===== config.mk =====
export PLATFORM = sky130hd
export DESIGN_NAME = nec_ir_frame_transmitter_flat
export DESIGN_NICKNAME = d
export VERILOG_FILES = /design/src/rtl/core/nirt_pkg.sv /design/src/rtl/core/nirt_item_if.sv /design/src/rtl/core/nirt_res_if.sv /design/src/rtl/core/nirt_cfg_regs.sv /design/src/rtl/core/nirt_frame_core.sv /design/src/rtl/core/nec_ir_frame_transmitter.sv /design/src/flat_wrapper.sv
export SDC_FILE = /design/constraint.sdc
export NUM_CORES = 1
export LEC_CHECK = 0
export ABC_AREA = 0
export BUFFER_PORTS_ARGS = -buffer_cell sky130_fd_sc_hd__buf_2
export CORE_UTILIZATION = 45
export DETAILED_ROUTE_END_ITERATION = 6
export GPL_ROUTABILITY_DRIVEN = 1
export PLACE_DENSITY = 0.64
export SYNTH_ARGS = -nofsm -noshare
export SYNTH_HDL_FRONTEND = slang
export SYNTH_SLANG_ARGS = --single-unit

===== constraint.sdc =====
create_clock -name clk -period 4.9 [get_ports clk]
set_input_delay 0.98 -clock clk [delete_from_list [all_inputs] [get_ports clk]]
set_output_delay 0.98 -clock clk [all_outputs]
set_load 0.02 [all_outputs]

===== src/rtl/core/nirt_pkg.sv =====
// Shared types, register indexes and reset values of the NEC infrared frame transmitter.
package nirt_pkg;

	// Duration registers are all this wide
	localparam int unsigned DUR_W = 10;
	localparam int unsigned CFG_IDX_W = 3;

	// Register indexes on the configuration port
	localparam logic [CFG_IDX_W-1:0] REG_LEADER_MARK  = 3'd0;
	localparam logic [CFG_IDX_W-1:0] REG_LEADER_SPACE = 3'd1;
	localparam logic [CFG_IDX_W-1:0] REG_BIT_MARK     = 3'd2;
	localparam logic [CFG_IDX_W-1:0] REG_ONE_SPACE    = 3'd3;
	localparam logic [CFG_IDX_W-1:0] REG_ZERO_SPACE   = 3'd4;
	localparam logic [CFG_IDX_W-1:0] REG_STOP_MARK    = 3'd5;

	// Reset durations in carrier periods
	localparam logic [DUR_W-1:0] RST_LEADER_MARK  = 10'd341;
	localparam logic [DUR_W-1:0] RST_LEADER_SPACE = 10'd170;
	localparam logic [DUR_W-1:0] RST_BIT_MARK     = 10'd20;
	localparam logic [DUR_W-1:0] RST_ONE_SPACE    = 10'd63;
	localparam logic [DUR_W-1:0] RST_ZERO_SPACE   = 10'd20;
	localparam logic [DUR_W-1:0] RST_STOP_MARK    = 10'd20;

	// Item mode codes
	localparam logic MODE_TICK  = 1'b0;
	localparam logic MODE_START = 1'b1;

	typedef struct packed {
		logic [DUR_W-1:0] leader_mark_ticks;
		logic [DUR_W-1:0] leader_space_ticks;
		logic [DUR_W-1:0] bit_mark_ticks;
		logic [DUR_W-1:0] one_space_ticks;
		logic [DUR_W-1:0] zero_space_ticks;
		logic [DUR_W-1:0] stop_mark_ticks;
	} cfg_t;

	typedef struct packed {
		logic       mode;
		logic [7:0] first_byte;
		logic [7:0] second_byte;
		logic [7:0] third_byte;
	} item_t;

	typedef struct packed {
		logic carrier_on;
		logic busy_res;
		logic receiver_enable;
		logic frame_done;
		logic start_rejected;
	} result_t;

	typedef enum logic [5:0] {
		PH_IDLE       = 6'b000001,
		PH_LEAD_MARK  = 6'b000010,
		PH_LEAD_SPACE = 6'b000100,
		PH_BIT_MARK   = 6'b001000,
		PH_BIT_SPACE  = 6'b010000,
		PH_STOP_MARK  = 6'b100000
	} phase_t;

endpackage


===== src/rtl/core/nirt_item_if.sv =====
// Input channel: valid/ready handshake carrying one tick or start item.
interface nirt_item_if;
	logic       valid;
	logic       ready;
	logic       mode;
	logic [7:0] first_byte;
	logic [7:0] second_byte;
	logic [7:0] third_byte;

	modport source (output valid, mode, first_byte, second_byte, third_byte, input ready);
	modport sink   (input valid, mode, first_byte, second_byte, third_byte, output ready);
endinterface


===== src/rtl/core/nirt_res_if.sv =====
// Result channel: valid/ready handshake carrying one result per item.
interface nirt_res_if;
	logic valid;
	logic ready;
	logic carrier_on;
	logic busy_res;
	logic receiver_enable;
	logic frame_done;
	logic start_rejected;

	modport source (output valid, carrier_on, busy_res, receiver_enable, frame_done,
		start_rejected, input ready);
	modport sink   (input valid, carrier_on, busy_res, receiver_enable, frame_done,
		start_rejected, output ready);
endinterface


===== src/rtl/core/nirt_cfg_regs.sv =====
// Duration register file written through the plain configuration port.
module nirt_cfg_regs (
	input  logic                             clk,
	input  logic                             arst_n,
	input  logic                             wr_en,
	input  logic [nirt_pkg::CFG_IDX_W-1:0]   wr_index,
	input  logic [nirt_pkg::DUR_W-1:0]       wr_data,
	output nirt_pkg::cfg_t                   cfg
);

	nirt_pkg::cfg_t cfg_q;

	// Write the addressed register; indexes beyond the list are dropped
	always_ff @(posedge clk or negedge arst_n) begin
		if (!arst_n) begin
			cfg_q.leader_mark_ticks  <= nirt_pkg::RST_LEADER_MARK;
			cfg_q.leader_space_ticks <= nirt_pkg::RST_LEADER_SPACE;
			cfg_q.bit_mark_ticks     <= nirt_pkg::RST_BIT_MARK;
			cfg_q.one_space_ticks    <= nirt_pkg::RST_ONE_SPACE;
			cfg_q.zero_space_ticks   <= nirt_pkg::RST_ZERO_SPACE;
			cfg_q.stop_mark_ticks    <= nirt_pkg::RST_STOP_MARK;
		end else if (wr_en) begin
			case (wr_index)
				nirt_pkg::REG_LEADER_MARK:  cfg_q.leader_mark_ticks  <= wr_data;
				nirt_pkg::REG_LEADER_SPACE: cfg_q.leader_space_ticks <= wr_data;
				nirt_pkg::REG_BIT_MARK:     cfg_q.bit_mark_ticks     <= wr_data;
				nirt_pkg::REG_ONE_SPACE:    cfg_q.one_space_ticks    <= wr_data;
				nirt_pkg::REG_ZERO_SPACE:   cfg_q.zero_space_ticks   <= wr_data;
				nirt_pkg::REG_STOP_MARK:    cfg_q.stop_mark_ticks    <= wr_data;
				default: ;
			endcase
		end
	end

	assign cfg = cfg_q;

endmodule


===== src/rtl/core/nirt_frame_core.sv =====
// Frame sequencer: phase, period counter, bit counter and payload shift register.
module nirt_frame_core #(
	parameter int unsigned PAYLOAD_BITS = 32
) (
	input  logic              clk,
	input  logic              arst_n,
	input  logic              step,
	input  nirt_pkg::item_t   item,
	input  nirt_pkg::cfg_t    cfg,
	output nirt_pkg::result_t res
);

	localparam int unsigned BIDX_W = $clog2(PAYLOAD_BITS + 1);
	localparam logic [BIDX_W-1:0] LAST_BIT = BIDX_W'(PAYLOAD_BITS - 1);

	nirt_pkg::phase_t            phase_q, phase_d;
	logic [nirt_pkg::DUR_W-1:0]  count_q, count_d, count_inc, len;
	logic [BIDX_W-1:0]           bidx_q, bidx_d;
	logic [PAYLOAD_BITS-1:0]     shift_q, shift_d;
	logic [31:0]                 word;
	logic                        carrier, done, rejected, busy;

	// Payload word: three bytes and the inverse of the third, LSB first
	assign word = {~item.third_byte, item.third_byte, item.second_byte, item.first_byte};
	assign count_inc = count_q + 1'b1;

	// Length of the current phase; the bit under transmission sits at shift_q[0]
	always_comb begin
		case (phase_q)
			nirt_pkg::PH_LEAD_MARK:  len = cfg.leader_mark_ticks;
			nirt_pkg::PH_LEAD_SPACE: len = cfg.leader_space_ticks;
			nirt_pkg::PH_BIT_MARK:   len = cfg.bit_mark_ticks;
			nirt_pkg::PH_BIT_SPACE:  len = shift_q[0] ? cfg.one_space_ticks
				: cfg.zero_space_ticks;
			nirt_pkg::PH_STOP_MARK:  len = cfg.stop_mark_ticks;
			default:                 len = nirt_pkg::DUR_W'(1);
		endcase
	end

	// Next state and result for the item in the input register
	always_comb begin
		phase_d  = phase_q;
		count_d  = count_q;
		bidx_d   = bidx_q;
		shift_d  = shift_q;
		carrier  = 1'b0;
		done     = 1'b0;
		rejected = 1'b0;
		if (item.mode == nirt_pkg::MODE_START) begin
			if (phase_q != nirt_pkg::PH_IDLE) begin
				rejected = 1'b1;
			end else begin
				shift_d = PAYLOAD_BITS'(word);
				phase_d = nirt_pkg::PH_LEAD_MARK;
				count_d = '0;
				bidx_d  = '0;
			end
		end else if (phase_q != nirt_pkg::PH_IDLE) begin
			carrier = (phase_q == nirt_pkg::PH_LEAD_MARK) || (phase_q == nirt_pkg::PH_BIT_MARK)
				|| (phase_q == nirt_pkg::PH_STOP_MARK);
			if (count_inc >= len) begin
				count_d = '0;
				case (phase_q)
					nirt_pkg::PH_LEAD_MARK:  phase_d = nirt_pkg::PH_LEAD_SPACE;
					nirt_pkg::PH_LEAD_SPACE: phase_d = nirt_pkg::PH_BIT_MARK;
					nirt_pkg::PH_BIT_MARK:   phase_d = nirt_pkg::PH_BIT_SPACE;
					nirt_pkg::PH_BIT_SPACE: begin
						bidx_d  = bidx_q + 1'b1;
						shift_d = shift_q >> 1;
						phase_d = (bidx_q == LAST_BIT) ? nirt_pkg::PH_STOP_MARK
							: nirt_pkg::PH_BIT_MARK;
					end
					nirt_pkg::PH_STOP_MARK: begin
						phase_d = nirt_pkg::PH_IDLE;
						bidx_d  = '0;
						done    = 1'b1;
					end
					default: phase_d = nirt_pkg::PH_IDLE;
				endcase
			end else begin
				count_d = count_inc;
			end
		end
		busy = (phase_d != nirt_pkg::PH_IDLE);
	end

	// Advance the sequencer once per transfer leaving the input register
	always_ff @(posedge clk or negedge arst_n) begin
		if (!arst_n) begin
			phase_q <= nirt_pkg::PH_IDLE;
			count_q <= '0;
			bidx_q  <= '0;
		end else if (step) begin
			phase_q <= phase_d;
			count_q <= count_d;
			bidx_q  <= bidx_d;
		end
	end

	// Payload shift register holds data only
	always_ff @(posedge clk) begin
		if (step) begin
			shift_q <= shift_d;
		end
	end

	assign res.carrier_on      = carrier;
	assign res.busy_res        = busy;
	assign res.receiver_enable = ~busy;
	assign res.frame_done      = done;
	assign res.start_rejected  = rejected;

endmodule


===== src/rtl/core/nec_ir_frame_transmitter.sv =====
// NEC infrared frame transmitter top level: input register, sequencer, result register.
// Each item is either one carrier-period tick or a frame start carrying three
// payload bytes. Every item produces exactly one result. The input register
// (stage 1) feeds the sequencer, whose phase, period and bit counters advance
// as the item leaves it, and the result is held in the result register (stage 2)
// until transferred. A new item can be taken every cycle; a stalled result stops
// stage 1 only when both stages are full. The user writes durations through the
// wr_en/wr_index/wr_data port only while idle; the block does not enforce it.
module nec_ir_frame_transmitter #(
	parameter int unsigned PAYLOAD_BITS = 32
) (
	input  logic                           clk,
	input  logic                           arst_n,
	nirt_item_if.sink                      item,
	nirt_res_if.source                     result,
	input  logic                           wr_en,
	input  logic [nirt_pkg::CFG_IDX_W-1:0] wr_index,
	input  logic [nirt_pkg::DUR_W-1:0]     wr_data
);

	nirt_pkg::cfg_t    cfg;
	nirt_pkg::item_t   item_s1;
	nirt_pkg::result_t res_d, res_s2;
	logic              vld_s1, vld_s2;
	logic              adv_s2, take_in;

	nirt_cfg_regs u_cfg (
		.clk      (clk),
		.arst_n   (arst_n),
		.wr_en    (wr_en),
		.wr_index (wr_index),
		.wr_data  (wr_data),
		.cfg      (cfg)
	);

	// Stage 1 moves on when the result register is empty or being drained
	assign adv_s2  = vld_s1 && (!vld_s2 || result.ready);
	assign take_in = item.valid && item.ready;
	assign item.ready = !vld_s1 || !vld_s2 || result.ready;

	nirt_frame_core #(
		.PAYLOAD_BITS (PAYLOAD_BITS)
	) u_core (
		.clk    (clk),
		.arst_n (arst_n),
		.step   (adv_s2),
		.item   (item_s1),
		.cfg    (cfg),
		.res    (res_d)
	);

	// Stage valid flags
	always_ff @(posedge clk or negedge arst_n) begin
		if (!arst_n) begin
			vld_s1 <= 1'b0;
			vld_s2 <= 1'b0;
		end else begin
			if (item.ready) begin
				vld_s1 <= item.valid;
			end
			if (adv_s2) begin
				vld_s2 <= 1'b1;
			end else if (result.ready) begin
				vld_s2 <= 1'b0;
			end
		end
	end

	// Capture the input item and the result
	always_ff @(posedge clk) begin
		if (take_in) begin
			item_s1.mode        <= item.mode;
			item_s1.first_byte  <= item.first_byte;
			item_s1.second_byte <= item.second_byte;
			item_s1.third_byte  <= item.third_byte;
		end
		if (adv_s2) begin
			res_s2 <= res_d;
		end
	end

	assign result.valid           = vld_s2;
	assign result.carrier_on      = res_s2.carrier_on;
	assign result.busy_res        = res_s2.busy_res;
	assign result.receiver_enable = res_s2.receiver_enable;
	assign result.frame_done      = res_s2.frame_done;
	assign result.start_rejected  = res_s2.start_rejected;

`ifndef ASSERT_OFF
	// An item leaving stage 1 always shows up as a result on the next cycle
	a_stage_advance: assert property (@(posedge clk) disable iff (!arst_n)
		adv_s2 |=> result.valid)
		else $error("stage 1 item lost on its way to the result register");

	// The frame-end tick already reports the transmitter as free
	a_done_not_busy: assert property (@(posedge clk) disable iff (!arst_n)
		(result.valid && result.frame_done) |-> (!result.busy_res && result.receiver_enable))
		else $error("frame end reported while still busy");

	// Carrier is only gated on inside a frame or on its closing tick
	a_carrier_in_frame: assert property (@(posedge clk) disable iff (!arst_n)
		(result.valid && result.carrier_on) |-> (result.busy_res || result.frame_done))
		else $error("carrier on outside a frame");

	// A rejected start never coincides with a carrier period and leaves the frame running
	a_reject_busy: assert property (@(posedge clk) disable iff (!arst_n)
		(result.valid && result.start_rejected) |-> (result.busy_res && !result.carrier_on))
		else $error("start rejected while idle or during a tick");
`endif

endmodule


===== src/flat_wrapper.sv =====
// flat-port wrapper written by rule: the top's interface ports become plain ports
module nec_ir_frame_transmitter_flat 
#(
	parameter int unsigned PAYLOAD_BITS = 32
)
  (clk, arst_n, wr_en, wr_index, wr_data, item_valid, item_mode, item_first_byte, item_second_byte, item_third_byte, item_ready, result_valid, result_carrier_on, result_busy_res, result_receiver_enable, result_frame_done, result_start_rejected, result_ready);
  nirt_item_if item_i ();
  nirt_res_if result_i ();
  input  logic clk;
  input  logic arst_n;
  input  logic wr_en;
  input  logic [nirt_pkg::CFG_IDX_W-1:0] wr_index;
  input  logic [nirt_pkg::DUR_W-1:0] wr_data;
  input wire logic [$bits(item_i.valid)-1:0] item_valid;
  input wire logic [$bits(item_i.mode)-1:0] item_mode;
  input wire logic [$bits(item_i.first_byte)-1:0] item_first_byte;
  input wire logic [$bits(item_i.second_byte)-1:0] item_second_byte;
  input wire logic [$bits(item_i.third_byte)-1:0] item_third_byte;
  output wire logic [$bits(item_i.ready)-1:0] item_ready;
  output wire logic [$bits(result_i.valid)-1:0] result_valid;
  output wire logic [$bits(result_i.carrier_on)-1:0] result_carrier_on;
  output wire logic [$bits(result_i.busy_res)-1:0] result_busy_res;
  output wire logic [$bits(result_i.receiver_enable)-1:0] result_receiver_enable;
  output wire logic [$bits(result_i.frame_done)-1:0] result_frame_done;
  output wire logic [$bits(result_i.start_rejected)-1:0] result_start_rejected;
  input wire logic [$bits(result_i.ready)-1:0] result_ready;
  assign item_i.valid = item_valid;
  assign item_i.mode = item_mode;
  assign item_i.first_byte = item_first_byte;
  assign item_i.second_byte = item_second_byte;
  assign item_i.third_byte = item_third_byte;
  assign item_ready = item_i.ready;
  assign result_valid = result_i.valid;
  assign result_carrier_on = result_i.carrier_on;
  assign result_busy_res = result_i.busy_res;
  assign result_receiver_enable = result_i.receiver_enable;
  assign result_frame_done = result_i.frame_done;
  assign result_start_rejected = result_i.start_rejected;
  assign result_i.ready = result_ready;
  nec_ir_frame_transmitter #(.PAYLOAD_BITS(PAYLOAD_BITS)) u_core (.clk(clk), .arst_n(arst_n), .item(item_i), .result(result_i), .wr_en(wr_en), .wr_index(wr_index), .wr_data(wr_data));
endmodule

==> metrics.yaml <==
outcome:
  status: "completed"
timing:
  worst_slew_pin_slew_ns: 1.04
  finalMaxSlewViolations: 0
  fin_setup_tns_ns: 0
  rsz0062_at_grt: "no"
  setup_viol: 0
  finalCritPeriodShare_pct: 79.3
  timing.fmax_mhz: 257
  fin_worst_skew_ns: 0.00798
  period_needed_ns: 3.89
  hold_violations: 0
  relSlewSlack_pct: 31.0
clock_network:
  cts_tree: "done"
  cts_resized: 0
  clk_path_buf_depth: 2
  root_buffer: "clkbuf_16"
  htreeDepth: 4
  clk_pin_slew_ns: 0.06
  clock_sinks: 146
  postCtsSetupRepairBufs: 0
  clk_latency_ns: 0.42
  cts_buffers: 17
  ctsHoldBuffers: 0
global_routing:
  grt_antenna_before_repair: 0
  grt_max_degree: 57
  grt_pass1_wl_mm: 21.1
  overflow: 0
  grt_pass1_vias: 4203
  track_usage_pct: 18.5
power:
  p_total_mw: 3.72
  power_frac_clock_pct: 35.7
  p_int_mw: 2.65
  p_comb_share_pct: 20.7
  p_leak_nw: 3.05
  p_seq_share_pct: 43.6
  power_density_mw_per_mm2: 481
  switching_power_mw: 1.07
  swShare_pct: 28.8
  ir_drop_mv: 0.394
floorplanning:
  initial_core_util_pct: 46.1
  pin_count: 50
  core.rowCount: 44
  core_mm2: 0.0145
  die_h_um: 124
  die_x_um: 124
  dieArea_mm2: 0.0153
drt:
  drcViolationCount: 0
  ant_nets: 0
  vias: 4119
  vias_per_cell: 5.68
  wl_per_cell_um: 17.7
  drt_iter0_drc: 392
  drt-total-wl_mm: 12.8
  firstDrtPassIters: 4
setup_path:
  crit_path_end_kind: "register"
  cp-startpoint: "u_core.u_core.phase_q[5]"
  timing.rr.end: "u_core.u_core.shift_q[9]"
  regToRegStartpoint: "u_core.u_core.phase_q[5]"
  cp.arrival_ns: 4.02
  worstPathCellList: "nor2_1 -> and4b_1 -> nand2_1 -> o21ai_0 -> a221oi_1 -> o21ai_0 -> ha_1 -> nand2b_1 -> a211oi_1 -> nor3_2 -> nor2_2 -> nor2_1 -> o21a_1 -> buf_4"
  cp-endpoint: "u_core.u_core.shift_q[9]"
  critPathMaxFanout: 32
  critPathSlowestCell: "and4b_1"
  crit_path_max_incr_delay_ns: 0.58
  reg2regPathDepth: 14
  worst_ep_required_time_ns: 5.03
  rrSetupSlack_ns: 1.01
  cp-start-kind: "register"
  crit_type: "reg -> reg"
flow_run:
  max_cap_viol_count: 0
synth:
  synthTopCellsByCount: "mux2_2, dfrtp_1, edfxtp_1"
  synth.distinct_cells: 59
  async_flop_share_pct: 57.5
  yosysWarningCount: 0
  mappedNetlistNets: 534
  syn_area_mm2: 0.00667
  synth-seq-area-share_pct: 59.8
  synth_ff_type: "edfxtp_1"
  syn_area_per_cell_um2: 14.0
  synth-edff-count: 62
  synth.area.top_cells: "edfxtp_1, dfrtp_1, mux2_2"
  yosys_register_bits: 146
  yosys.cell_count.top_type: "mux2_2"
  netlist.area_leader.share_pct: 27.9
  syn_inst: 478
  yosys.area.top_type: "edfxtp_1"
cells_and_area:
  num_antenna_cells: 0
  fill_cells: 1229
  final_net_count: 584
  syn_to_final_growth_pct: 15.7
  regArea_mm2: 0.00399
  utilization_pct: 53.3
  drive_gt1_share_pct: 39.6
  multi_input_comb_area_mm2: 0.00256
place:
  hpwl_mm: 8.72
  gp_congestion: 0.828
  io_buffer_count: 49
hold_path:
  hp-class: "reg -> reg"
## worst max-delay path: cells and delay by family (launching register included)
family / cells / cell delay [ns]
adder cells (fa/ha/maj): 1 / 0.25
AO/OA/AOI/OAI: 5 / 0.93
AND/OR/NAND/NOR: 7 / 1.69
flip-flops: 1 / 0.46
buffers and inverters: 1 / 0.25
## registers in the layout, indices dropped and copies added (netlist names), 6 cells and up
name / cells
u_core.u_core.shift_q: 32
u_core.u_core.phase_q: 6
u_core.item_s1: 25
u_core.u_cfg.cfg: 60
u_core.u_core.count_q: 10
u_core.u_core.bidx_q: 6
## metrics by stage
step	instances	setup slack, ns	hold slack (ns)	instance area (um2)
2_1_floorplan	478	1.12	0.466	6670
3_3_place_gp	693	1.20	0.474	7110
3_5_place_dp	693	1.07	0.481	7110
4_1_cts	725	1.04	0.495	7720
5_1_grt	725	0.670	0.502	7720
6_report	725	1.01	0.491	7720
## cells in the final DEF (no fill, tap or decap), types with 8 or more instances in the layout
master / instances
a32o_1: 9
nand2b_1: 8
ha_1: 13
o21ai_0: 28
nand2_1: 22
clkbuf_16: 18
buf_4: 8
nand3_1: 9
mux2_2: 88
a22oi_1: 9
mux2i_1: 13
dfrtp_1: 62
buf_2: 48
a221oi_1: 10
dfstp_2: 22
inv_1: 8
nor2_1: 15
edfxtp_1: 62
## how the worst min path moves through the flow
stage | startpoint | depth (start not counted) | end | slack (ns)
finish | u_core.u_core.count_q[5] | 1 | u_core.u_core.count_q[5] | 0.49
detailed placement | u_core.u_core.count_q[5] | 1 | u_core.u_core.count_q[5] | 0.48
global placement | u_core.u_core.count_q[5] | 1 | u_core.u_core.count_q[5] | 0.47
floorplan | u_core.u_core.count_q[5] | 1 | u_core.u_core.count_q[5] | 0.47
global route | u_core.u_core.count_q[5] | 1 | u_core.u_core.count_q[5] | 0.50
CTS | u_core.u_core.count_q[5] | 1 | u_core.u_core.count_q[5] | 0.50
## power groups by stage
stage                     Combinational, mW  Sequential [mW]  Clock [mW]
after global placement                0.744             1.63           0
after CTS                             0.776             1.62        1.36
final                                 0.769             1.62        1.33
after detailed placement              0.772             1.64           0
after floorplan                       0.620             1.60           0
after global routing                  0.852             1.64        1.42
## logic make-up after synthesis
group | after synthesis | synth area share (%)
compound gates | 88 | 9.82
xor+xnor | 10 | 1.31
fa+ha+maj | 13 | 2.44
buf+inv | 33 | 2.14
flops | 146 | 59.8
mux | 101 | 16.8
simple gates | 87 | 7.69
## metal layers
layer	vias to the layer above	track usage [%]	wire, um
met3	16	5.54	508
li1	1927	-	-
met5	-	0	0
met2	89	30.1	6480
met4	0	7.91	200
met1	2087	22.8	5600
## cell type report
class                   count  share of cell area, %
multi-input cells         299                   33.1
inverters                   8                  0.389
well taps                 184                   2.98
clock inverters            12                   1.86
repair buffers             56                   3.89
flip-flops and latches    146                   51.7
clock buffers              20                   6.06
No activity file was read; power rests on OpenSTA's default activity.
